`src/bsfw_pkg.sv`:
```
package bsfw_pkg;

  localparam int NUM_CHANNELS = 4;
  localparam int CH_IDX_W     = (NUM_CHANNELS > 1) ? $clog2(NUM_CHANNELS) : 1;
  localparam int NUM_KINDS    = 4;

  localparam int RAW_W   = 14;
  localparam int SCALE_W = 16;
  localparam int PROD_W  = RAW_W + SCALE_W;
  localparam int WGT_W   = 16;
  localparam int TEMP_W  = 12;
  localparam int CNT_W   = 32;

  localparam int DIV_STEPS = WGT_W;
  localparam int DIV_CNT_W = $clog2(DIV_STEPS);

  localparam int IN_DATA_W  = 40;
  localparam int OUT_DATA_W = 64;

  // reset values of the configuration registers
  localparam logic [RAW_W-1:0]   ZERO_OFFSET_RST = 14'd950;
  localparam logic [SCALE_W-1:0] SCALE_NUM_RST   = 16'd4536;
  localparam logic [SCALE_W-1:0] SCALE_RANGE_RST = 16'd14000;

  // temperature = field * 2000 / 2048 - 500
  localparam logic [10:0]       TEMP_MUL    = 11'd2000;
  localparam logic [TEMP_W-1:0] TEMP_OFFSET = 12'd500;

  localparam logic [WGT_W-1:0] WGT_SAT = '1;

  // register indexes
  localparam logic [1:0] REG_ZERO_OFFSET = 2'd0;
  localparam logic [1:0] REG_SCALE_NUM   = 2'd1;
  localparam logic [1:0] REG_SCALE_RANGE = 2'd2;

  // frame status codes
  localparam logic [1:0] STAT_NORMAL = 2'd0;
  localparam logic [1:0] STAT_STALE  = 2'd2;

  typedef enum logic [1:0] {
    KIND_GOOD  = 2'd0,
    KIND_BUS   = 2'd1,
    KIND_STALE = 2'd2,
    KIND_BAD   = 2'd3
  } kind_t;

  typedef enum logic [4:0] {
    S_IDLE = 5'b00001,
    S_MUL  = 5'b00010,
    S_PREP = 5'b00100,
    S_DIV  = 5'b01000,
    S_OUT  = 5'b10000
  } state_t;

endpackage

```
`src/bridge_sensor_frame_to_weight_unit.sv`:
```
// Channel | Port group           | Contents
// --------+----------------------+----------------------------------------------
// in      | in_tvalid/tready     | tdata: channel[1:0], frame[33:2]; tuser: bus_error
// out     | out_tvalid/tready    | tdata: channel, weight, temperature, event_total
//         |                      | tuser: sample_kind
// cfg     | cfg_we/addr/wdata    | 0 zero_offset, 1 scale_numerator, 2 scale_range
//
// A good frame passes through a multiply step, a setup step, 16 steps of a restoring
// divider on a single 17-bit subtractor and the output step before the next accept.
// Bus-error, stale and bad-status items go from accept straight to the output step.
// One item at a time; a result waiting in the output register does not block
// the next accept, but it holds the block in its last step until taken.
// rst_n is synchronous, active low; it clears all per-channel counters and
// reloads the configuration defaults.
module bridge_sensor_frame_to_weight_unit (
  input  logic                               clk,
  input  logic                               rst_n,
  input  logic                               in_tvalid,
  output logic                               in_tready,
  input  logic [bsfw_pkg::IN_DATA_W-1:0]     in_tdata,   // channel[1:0], frame[33:2]
  input  logic                               in_tuser,   // bus_error[0]
  output logic                               out_tvalid,
  input  logic                               out_tready,
  // out_channel[1:0], weight[17:2], temperature[29:18], event_total[61:30]
  output logic [bsfw_pkg::OUT_DATA_W-1:0]    out_tdata,
  output logic [1:0]                         out_tuser,  // sample_kind[1:0]
  input  logic                               cfg_we,
  input  logic [1:0]                         cfg_addr,
  input  logic [bsfw_pkg::SCALE_W-1:0]       cfg_wdata
);

  bsfw_pkg::state_t state_r, state_nxt;

  logic [bsfw_pkg::RAW_W-1:0]   zero_offset_r;
  logic [bsfw_pkg::SCALE_W-1:0] scale_num_r;
  logic [bsfw_pkg::SCALE_W-1:0] scale_range_r;

  logic [bsfw_pkg::CNT_W-1:0] cnt_r [bsfw_pkg::NUM_KINDS][bsfw_pkg::NUM_CHANNELS];

  logic [1:0]                     ch_r;
  bsfw_pkg::kind_t                kind_r;
  logic [bsfw_pkg::CNT_W-1:0]     evt_r;
  logic [bsfw_pkg::TEMP_W-1:0]    temp_r;
  logic [bsfw_pkg::RAW_W-1:0]     raw_r;
  logic [bsfw_pkg::PROD_W-1:0]    prod_r;
  logic [bsfw_pkg::SCALE_W-1:0]   rem_r;
  logic [bsfw_pkg::WGT_W-1:0]     quo_r;
  logic                           sat_r;
  logic [bsfw_pkg::DIV_CNT_W-1:0] div_cnt_r;

  logic                           out_tvalid_r;
  logic [bsfw_pkg::OUT_DATA_W-1:0] out_tdata_r;
  logic [1:0]                     out_tuser_r;

  // input decode
  logic [1:0]                    in_ch;
  logic                          in_err;
  logic [31:0]                   in_frame;
  logic [bsfw_pkg::RAW_W-1:0]    in_raw;
  logic [10:0]                   in_tfield;
  logic [21:0]                   tprod;
  logic [bsfw_pkg::TEMP_W-1:0]   in_temp;
  bsfw_pkg::kind_t               in_kind;
  logic                          in_ch_ok;
  logic [bsfw_pkg::CH_IDX_W-1:0] in_idx;
  logic [bsfw_pkg::CNT_W-1:0]    evt_nxt;
  logic                          in_acc;
  logic                          out_free;

  // divider step
  logic [bsfw_pkg::SCALE_W:0]    trial;
  logic                          trial_ge;
  logic [bsfw_pkg::SCALE_W:0]    trial_sub;

  assign in_ch     = in_tdata[1:0];
  assign in_frame  = in_tdata[33:2];
  assign in_err    = in_tuser;
  assign in_raw    = in_frame[29:16];
  assign in_tfield = in_frame[15:5];
  assign tprod     = 22'(in_tfield) * 22'(bsfw_pkg::TEMP_MUL);
  assign in_temp   = {1'b0, tprod[21:11]} - bsfw_pkg::TEMP_OFFSET;
  assign in_ch_ok  = 32'(in_ch) < 32'(bsfw_pkg::NUM_CHANNELS);
  assign in_idx    = bsfw_pkg::CH_IDX_W'(in_ch);

  always_comb begin
    if (in_err) begin
      in_kind = bsfw_pkg::KIND_BUS;
    end else begin
      case (in_frame[31:30])
        bsfw_pkg::STAT_NORMAL: in_kind = bsfw_pkg::KIND_GOOD;
        bsfw_pkg::STAT_STALE:  in_kind = bsfw_pkg::KIND_STALE;
        default:               in_kind = bsfw_pkg::KIND_BAD;
      endcase
    end
  end

  assign evt_nxt   = in_ch_ok ? cnt_r[in_kind][in_idx] + 32'd1 : '0;
  assign in_tready = (state_r == bsfw_pkg::S_IDLE);
  assign in_acc    = in_tvalid && in_tready;
  assign out_free  = !out_tvalid_r || out_tready;

  // restoring divide: shift in next dividend bit, subtract range when it fits
  assign trial     = {rem_r, quo_r[bsfw_pkg::WGT_W-1]};
  assign trial_ge  = trial >= {1'b0, scale_range_r};
  assign trial_sub = trial - {1'b0, scale_range_r};

  always_comb begin
    state_nxt = state_r;
    case (state_r)
      bsfw_pkg::S_IDLE: begin
        if (in_acc) begin
          state_nxt = (in_kind == bsfw_pkg::KIND_GOOD) ? bsfw_pkg::S_MUL : bsfw_pkg::S_OUT;
        end
      end
      bsfw_pkg::S_MUL:  state_nxt = bsfw_pkg::S_PREP;
      bsfw_pkg::S_PREP: state_nxt = bsfw_pkg::S_DIV;
      bsfw_pkg::S_DIV: begin
        if (div_cnt_r == bsfw_pkg::DIV_CNT_W'(bsfw_pkg::DIV_STEPS - 1)) begin
          state_nxt = bsfw_pkg::S_OUT;
        end
      end
      bsfw_pkg::S_OUT: begin
        if (out_free) begin
          state_nxt = bsfw_pkg::S_IDLE;
        end
      end
      default: state_nxt = bsfw_pkg::S_IDLE;
    endcase
  end

  always_ff @(posedge clk) begin
    if (!rst_n) begin
      state_r       <= bsfw_pkg::S_IDLE;
      out_tvalid_r  <= 1'b0;
      zero_offset_r <= bsfw_pkg::ZERO_OFFSET_RST;
      scale_num_r   <= bsfw_pkg::SCALE_NUM_RST;
      scale_range_r <= bsfw_pkg::SCALE_RANGE_RST;
      for (int k = 0; k < bsfw_pkg::NUM_KINDS; k++) begin
        for (int c = 0; c < bsfw_pkg::NUM_CHANNELS; c++) begin
          cnt_r[k][c] <= '0;
        end
      end
    end else begin
      state_r <= state_nxt;
      if (cfg_we) begin
        case (cfg_addr)
          bsfw_pkg::REG_ZERO_OFFSET: zero_offset_r <= cfg_wdata[bsfw_pkg::RAW_W-1:0];
          bsfw_pkg::REG_SCALE_NUM:   scale_num_r   <= cfg_wdata;
          bsfw_pkg::REG_SCALE_RANGE: scale_range_r <= cfg_wdata;
          default: ;
        endcase
      end
      if (in_acc && in_ch_ok) begin
        cnt_r[in_kind][in_idx] <= evt_nxt;
      end
      if (state_r == bsfw_pkg::S_OUT && out_free) begin
        out_tvalid_r <= 1'b1;
      end else if (out_tready) begin
        out_tvalid_r <= 1'b0;
      end
    end
  end

  // datapath, no reset needed
  always_ff @(posedge clk) begin
    case (state_r)
      bsfw_pkg::S_IDLE: begin
        if (in_acc) begin
          ch_r   <= in_ch;
          kind_r <= in_kind;
          evt_r  <= evt_nxt;
          temp_r <= in_temp;
          raw_r  <= (in_raw < zero_offset_r) ? '0 : in_raw - zero_offset_r;
          quo_r  <= '0;
          sat_r  <= 1'b0;
        end
      end
      bsfw_pkg::S_MUL: begin
        prod_r <= bsfw_pkg::PROD_W'(raw_r) * bsfw_pkg::PROD_W'(scale_num_r);
      end
      bsfw_pkg::S_PREP: begin
        // quotient exceeds 16 bits iff the upper part alone reaches the range
        sat_r     <= {2'b00, prod_r[bsfw_pkg::PROD_W-1:bsfw_pkg::WGT_W]} >= scale_range_r;
        rem_r     <= {2'b00, prod_r[bsfw_pkg::PROD_W-1:bsfw_pkg::WGT_W]};
        quo_r     <= prod_r[bsfw_pkg::WGT_W-1:0];
        div_cnt_r <= '0;
      end
      bsfw_pkg::S_DIV: begin
        rem_r     <= trial_ge ? trial_sub[bsfw_pkg::SCALE_W-1:0]
                              : trial[bsfw_pkg::SCALE_W-1:0];
        quo_r     <= {quo_r[bsfw_pkg::WGT_W-2:0], trial_ge};
        div_cnt_r <= div_cnt_r + bsfw_pkg::DIV_CNT_W'(1);
      end
      bsfw_pkg::S_OUT: begin
        if (out_free) begin
          out_tuser_r <= kind_r;
          if (kind_r == bsfw_pkg::KIND_GOOD) begin
            out_tdata_r <= {2'b00, evt_r, temp_r, (sat_r ? bsfw_pkg::WGT_SAT : quo_r), ch_r};
          end else begin
            out_tdata_r <= {2'b00, evt_r, bsfw_pkg::TEMP_W'(0), bsfw_pkg::WGT_W'(0), ch_r};
          end
        end
      end
      default: ;
    endcase
  end

  assign out_tvalid = out_tvalid_r;
  assign out_tdata  = out_tdata_r;
  assign out_tuser  = out_tuser_r;

  a_rise_after_out: assert property (@(posedge clk) disable iff (!rst_n)
    $rose(out_tvalid_r) |-> $past(state_r == bsfw_pkg::S_OUT))
    else $error("result raised outside the output step");

  a_accept_leaves_idle: assert property (@(posedge clk) disable iff (!rst_n)
    in_acc |=> state_r != bsfw_pkg::S_IDLE)
    else $error("accepted item did not start work");

  a_div_ends: assert property (@(posedge clk) disable iff (!rst_n)
    (state_r == bsfw_pkg::S_DIV &&
     div_cnt_r == bsfw_pkg::DIV_CNT_W'(bsfw_pkg::DIV_STEPS - 1)) |=> state_r == bsfw_pkg::S_OUT)
    else $error("divider did not finish after its last step");

  a_zero_unless_good: assert property (@(posedge clk) disable iff (!rst_n)
    (out_tvalid_r && out_tuser_r != bsfw_pkg::KIND_GOOD) |-> out_tdata_r[29:2] == '0)
    else $error("weight or temperature set on a non-good item");

  a_rem_below_range: assert property (@(posedge clk) disable iff (!rst_n)
    (state_r == bsfw_pkg::S_DIV && !sat_r) |-> rem_r < scale_range_r)
    else $error("divider remainder out of range");

endmodule

```
`config.mk`:
```
export PLATFORM = sky130hd
export DESIGN_NAME = bridge_sensor_frame_to_weight_unit
export DESIGN_NICKNAME = d
export VERILOG_FILES = /design/src/bsfw_pkg.sv /design/src/bridge_sensor_frame_to_weight_unit.sv
export SDC_FILE = /design/constraint.sdc
export NUM_CORES = 2
export LEC_CHECK = 0
export BUFFER_PORTS_ARGS = -buffer_cell sky130_fd_sc_hd__buf_4
export CORE_MARGIN = 3
export CORE_UTILIZATION = 50
export CTS_BUF_LIST = sky130_fd_sc_hd__clkbuf_4
export CTS_CLUSTER_DIAMETER = 100
export DETAILED_ROUTE_END_ITERATION = 8
export GPL_ROUTABILITY_DRIVEN = 1
export PLACE_DENSITY = 0.66
export SYNTH_ARGS = -nofsm -noshare
export SYNTH_HDL_FRONTEND = slang
export SYNTH_SLANG_ARGS = --single-unit
```
`constraint.sdc`:
```
create_clock -name clk -period 13.6 [get_ports clk]
set_clock_uncertainty 0.1 [all_clocks]
set_input_delay 2.72 -clock clk [delete_from_list [all_inputs] [get_ports clk]]
set_output_delay 2.72 -clock clk [all_outputs]
set_load 0.05 [all_outputs]
```
==> out/qor.csv <==
stage;metric;value;unit
drt;detail_route.vias_per_cell;5.78;
timing;timing.fmax;131;MHz
final_layout;final_layout_size_suffix_gt1_share;15.6;%
clock_network;post_cts_resized;0;
drt;totalWireLength;112000;um
placement;numPortBuffers;118;
timing;finalCriticalPeriod;7650;ps
logic_synthesis;mappedNetlistArea;42100;um^2
clock_network;clkSlewWorstSetupHoldPaths;70;ps
clock_network;clock_tree_from_tritoncts;yes;
drt;ant_nets;0;
logic_synthesis;seq_area_frac_synth;52.8;%
worst_setup_path;cpMaxStageDelayCell;sky130_fd_sc_hd__a2111oi_0;
logic_synthesis;syn_inst;3643;
clock_network;postCtsHoldBufs;0;
worst_setup_path;timing.critical_path.fanout_max;16;
grt;globalRouteOverflowTotal;0;
die;start_util;50.9;%
worst_setup_path;end_kind;flip-flop;
final_layout;layout.cells.most_common_list;705 x sky130_fd_sc_hd__edfxtp_1, 626 x sky130_fd_sc_hd__nor2_1, 327 x sky130_fd_sc_hd__inv_1;
power_and_ir_drop;worst_ir_drop_vdd;0.256;mV
timing;unrepaired_setup_endpoints_after_global_routing;false;
grt;wire_length_of_the_first_global_routing_pass;171000;um
die;floorplan.die_area;87700;um^2
clock_network;clk_latency;1070;ps
timing;relSlewSlack;16.7;%
worst_setup_path;rr_endpoint;prod_r[29]$_DFFE_PP_;
worst_setup_path;r2r_setup_slack;5950;ps
die;ioPinCount;132;
drt;drt_iter0_markers;2789;
logic_synthesis;synthXorXnorAreaFrac;2.25;%
worst_setup_path;path_delay_family;adder cells;
logic_synthesis;synth_cell_type_count;81;
worst_setup_path;worstSetupStartpointType;flip-flop;
power_and_ir_drop;power.density_cell_area;168;nW/um^2
run;max_cap_viol_count;0;
timing;timing.final.max_slew_violations;0;
timing;setup_viol;0;
clock_network;cts-root-buf;sky130_fd_sc_hd__clkbuf_4;
run_status;status;completed;
timing;final_min_period_over_clock_period;56.3;%
timing;fin_setup_tns;0;ps
grt;grt_pass1_vias;29100;
worst_setup_path;reg2reg_launch_point;raw_r[4]$_SDFFCE_PN0P_;
logic_synthesis;synth_adder_area_share;14.9;%
worst_setup_path;class_of_the_most_critical_setup_path;reg -> reg;
die;floorplan.rows;105;
die;die_w;296;um
worst_setup_path;timing.reg2reg.worst_path_depth;24;
logic_synthesis;ys.warnings.count;0;
timing;final-hold-violation-count;0;
final_layout;syn_to_layout_area_delta;10.4;%
worst_setup_path;cp.buffers_inverters;7;
power_and_ir_drop;standby_leakage_power;18.9;nW
logic_synthesis;compound_gate_portion_of_the_synthesized_area;9.43;%
drt;wire_per_inst;22.4;um
drt;remaining_drc_errors;0;
die;core_area;82800;um^2
hold_path;holdCritPathClass;reg -> reg;
logic_synthesis;synth_top_family_by_area;adder cells;
die;die_height;296;um
grt;globalRouteTotalUtil;25.9;%
worst_setup_path;crit_arrival;8380;ps
worst_setup_path;path_common_cell;sky130_fd_sc_hd__inv_1;
worst_setup_path;critical_path.startpoint;raw_r[4]$_SDFFCE_PN0P_;
hold_path;worst_hold_path.num_cells;0;
timing;timing_worst_slew_pin_value;1250;ps
worst_setup_path;critical_path_required;14330;ps
clock_network;clock_tree.buffer_depth;3;
drt;via_count;29000;
final_layout;fillerInstances;7033;
worst_setup_path;worstPathCellList;and2_1 -> fa_1 -> inv_1 -> fa_1 -> inv_1 -> fa_1 -> inv_1 -> fa_1 -> inv_1 -> fa_1 -> inv_1 -> fa_1 -> inv_1 -> ha_1 -> inv_1 -> o221ai_1 -> a21oi_1 -> o21ai_0 -> a2111oi_0 -> o21ai_0 -> o311a_1 -> a221o_1 -> a21oi_1 -> xnor2_1;
final_layout;design.final.nets;4247;
logic_synthesis;muxShareOfSynthArea;2.33;%
worst_setup_path;critical-path-max-stage-delay;880;ps
grt;grt_antenna_before_repair;2;
clock_network;tritoncts.num_buffers;196;
logic_synthesis;postSynthAreaPerCell;11.6;um^2
power_and_ir_drop;total_power;7.82;mW
clock_network;post-cts-setup-buffers;0;
final_layout;commonest_non_fill_non_tap_cell_in_the_layout;sky130_fd_sc_hd__edfxtp_1;
clock_network;cts_max_level;4;
placement;place_congestion;0.827;
logic_synthesis;synth_simple_gate_area_share;12.8;%
logic_synthesis;yosys_most_used_dff;sky130_fd_sc_hd__edfxtp_1;
clock_network;clkSinkCount;757;
drt;drt_pre_antenna_iters;6;
grt;maximum_number_of_pins_on_one_net_before_global_route_repair;92;
placement;detailed_place_hpwl;66600;um
hold_path;timing.hold.worst_endpoint;out_tdata[58]$_DFFE_PP_;
logic_synthesis;asr_flop_ratio_synth;0;%
logic_synthesis;count_of_flip_flops_with_a_built_in_enable_after_synthesis;705;
logic_synthesis;synth.ff_latch_count;757;
hold_path;min-delay-start;evt_r[28]$_DFFE_PP_;
[synth_stat cells (5+ instances only)]
cell type / number / area share [%]
sky130_fd_sc_hd__nand4_1: 10 / 0.15
sky130_fd_sc_hd__buf_4: 17 / 0.30
sky130_fd_sc_hd__a22oi_1: 105 / 1.9
sky130_fd_sc_hd__nand2b_1: 20 / 0.30
sky130_fd_sc_hd__and2_1: 133 / 2.0
sky130_fd_sc_hd__ha_1: 181 / 5.4
sky130_fd_sc_hd__buf_6: 10 / 0.27
sky130_fd_sc_hd__a21oi_1: 78 / 0.93
sky130_fd_sc_hd__a211oi_1: 5 / 0.089
sky130_fd_sc_hd__o41ai_1: 5 / 0.10
sky130_fd_sc_hd__and3b_1: 7 / 0.15
sky130_fd_sc_hd__mux2_2: 12 / 0.32
sky130_fd_sc_hd__or2_2: 13 / 0.19
sky130_fd_sc_hd__edfxtp_1: 705 / 50
sky130_fd_sc_hd__nand3_1: 18 / 0.21
sky130_fd_sc_hd__nand3b_1: 7 / 0.12
sky130_fd_sc_hd__o21a_1: 25 / 0.45
sky130_fd_sc_hd__a221o_1: 10 / 0.24
sky130_fd_sc_hd__nor2b_1: 21 / 0.31
sky130_fd_sc_hd__o21ai_0: 106 / 1.3
sky130_fd_sc_hd__and3_1: 5 / 0.074
sky130_fd_sc_hd__fa_1: 200 / 9.5
sky130_fd_sc_hd__dfxtp_1: 52 / 2.5
sky130_fd_sc_hd__nor2_1: 627 / 5.6
sky130_fd_sc_hd__xnor2_1: 58 / 1.2
sky130_fd_sc_hd__mux4_2: 30 / 1.6
sky130_fd_sc_hd__inv_1: 327 / 2.9
sky130_fd_sc_hd__o21bai_1: 5 / 0.089
sky130_fd_sc_hd__a31oi_1: 10 / 0.15
sky130_fd_sc_hd__buf_2: 59 / 0.70
sky130_fd_sc_hd__nand2_1: 294 / 2.6
sky130_fd_sc_hd__a21o_1: 19 / 0.34
sky130_fd_sc_hd__xor2_1: 32 / 0.67
sky130_fd_sc_hd__a22o_1: 40 / 0.83
sky130_fd_sc_hd__a21boi_0: 29 / 0.52
sky130_fd_sc_hd__nor3_1: 29 / 0.34
sky130_fd_sc_hd__clkbuf_1: 138 / 1.2
sky130_fd_sc_hd__nor3b_1: 7 / 0.12
sky130_fd_sc_hd__a221oi_1: 74 / 1.5
sky130_fd_sc_hd__o211ai_1: 22 / 0.39
sky130_fd_sc_hd__mux2i_1: 17 / 0.40
[cells by family (layout without fill, tap and decap cells)]
kind of cell    Yosys count  in the layout
other cells               1              6
buf+inv                 559            850
fa+ha+maj               381            381
simple gates           1222           1222
flops                   757            757
xor+xnor                 99             99
mux                      59             59
compound gates          565            565
[power breakdown]
part / leakage (nW) / internal, mW / switching (mW)
Combinational: 9.87 / 1.18 / 1.74
Sequential: 7.54 / 2.79 / 0.0618
Clock: 1.51 / 1.10 / 0.942
Total: 18.9 / 5.07 / 2.74
[sequential cells by signal, summed over array words and instances, names as in the netlist]
name	cells
scale_num_r	16
out_tdata	62
scale_range_r	16
quo_r	16
out_tvalid	1
raw_r	14
kind_r	2
sat_r	1
div_cnt_r	4
prod_r	30
evt_r	32
rem_r	16
temp_r	12
zero_offset_r	14
cnt_r	512
state_r	5
ch_r	2
out_tuser	2
[worst max-delay path by stage]
stage,endpoint,cells after the start
after global routing,prod_r[29]$_DFFE_PP_,24
after detailed placement,cnt_r[0][24]$_SDFFCE_PN0P_,12
after floorplan,temp_r[10]$_DFFE_PP_,22
final,prod_r[29]$_DFFE_PP_,24
after global placement,cnt_r[2][56]$_SDFFCE_PN0P_,12
after CTS,prod_r[29]$_DFFE_PP_,24
[area by class of cell]
type | instances | area [um^2] | share of cell area [%]
Antenna cell | 4 | 10.0 | 0.0215
Clock buffer | 283 | 2120 | 4.57
Clock inverter | 48 | 437 | 0.939
Inverter | 332 | 1250 | 2.68
Multi-Input combinational cell | 2328 | 17700 | 38.1
Sequential cell | 757 | 22200 | 47.8
Tap cell | 1070 | 1340 | 2.88
Timing Repair Buffer | 187 | 1410 | 3.03
[through the flow]
step	area (um^2)	utilization [%]	setup WS, ps	std cells	hold WS [ps]
2_1_floorplan	42100	-	6030	3644	300
3_3_place_gp	43900	53.1	5340	4674	301
3_5_place_dp	43900	53.1	5340	4674	305
4_1_cts	46500	56.2	5940	5005	314
5_1_grt	46500	56.2	5450	5009	323
6_report	46500	56.2	5950	5009	305
[layer usage]
metal / vias up / GRT usage [%] / routed length [um]
met2: 1331 / 42.2 / 53700
met1: 14400 / 34.3 / 45000
met3: 222 / 5.75 / 10000
met5: - / 0 / 0
met4: 0 / 9.41 / 3250
li1: 13000 / - / -
No activity file was read; power rests on OpenSTA's default activity.
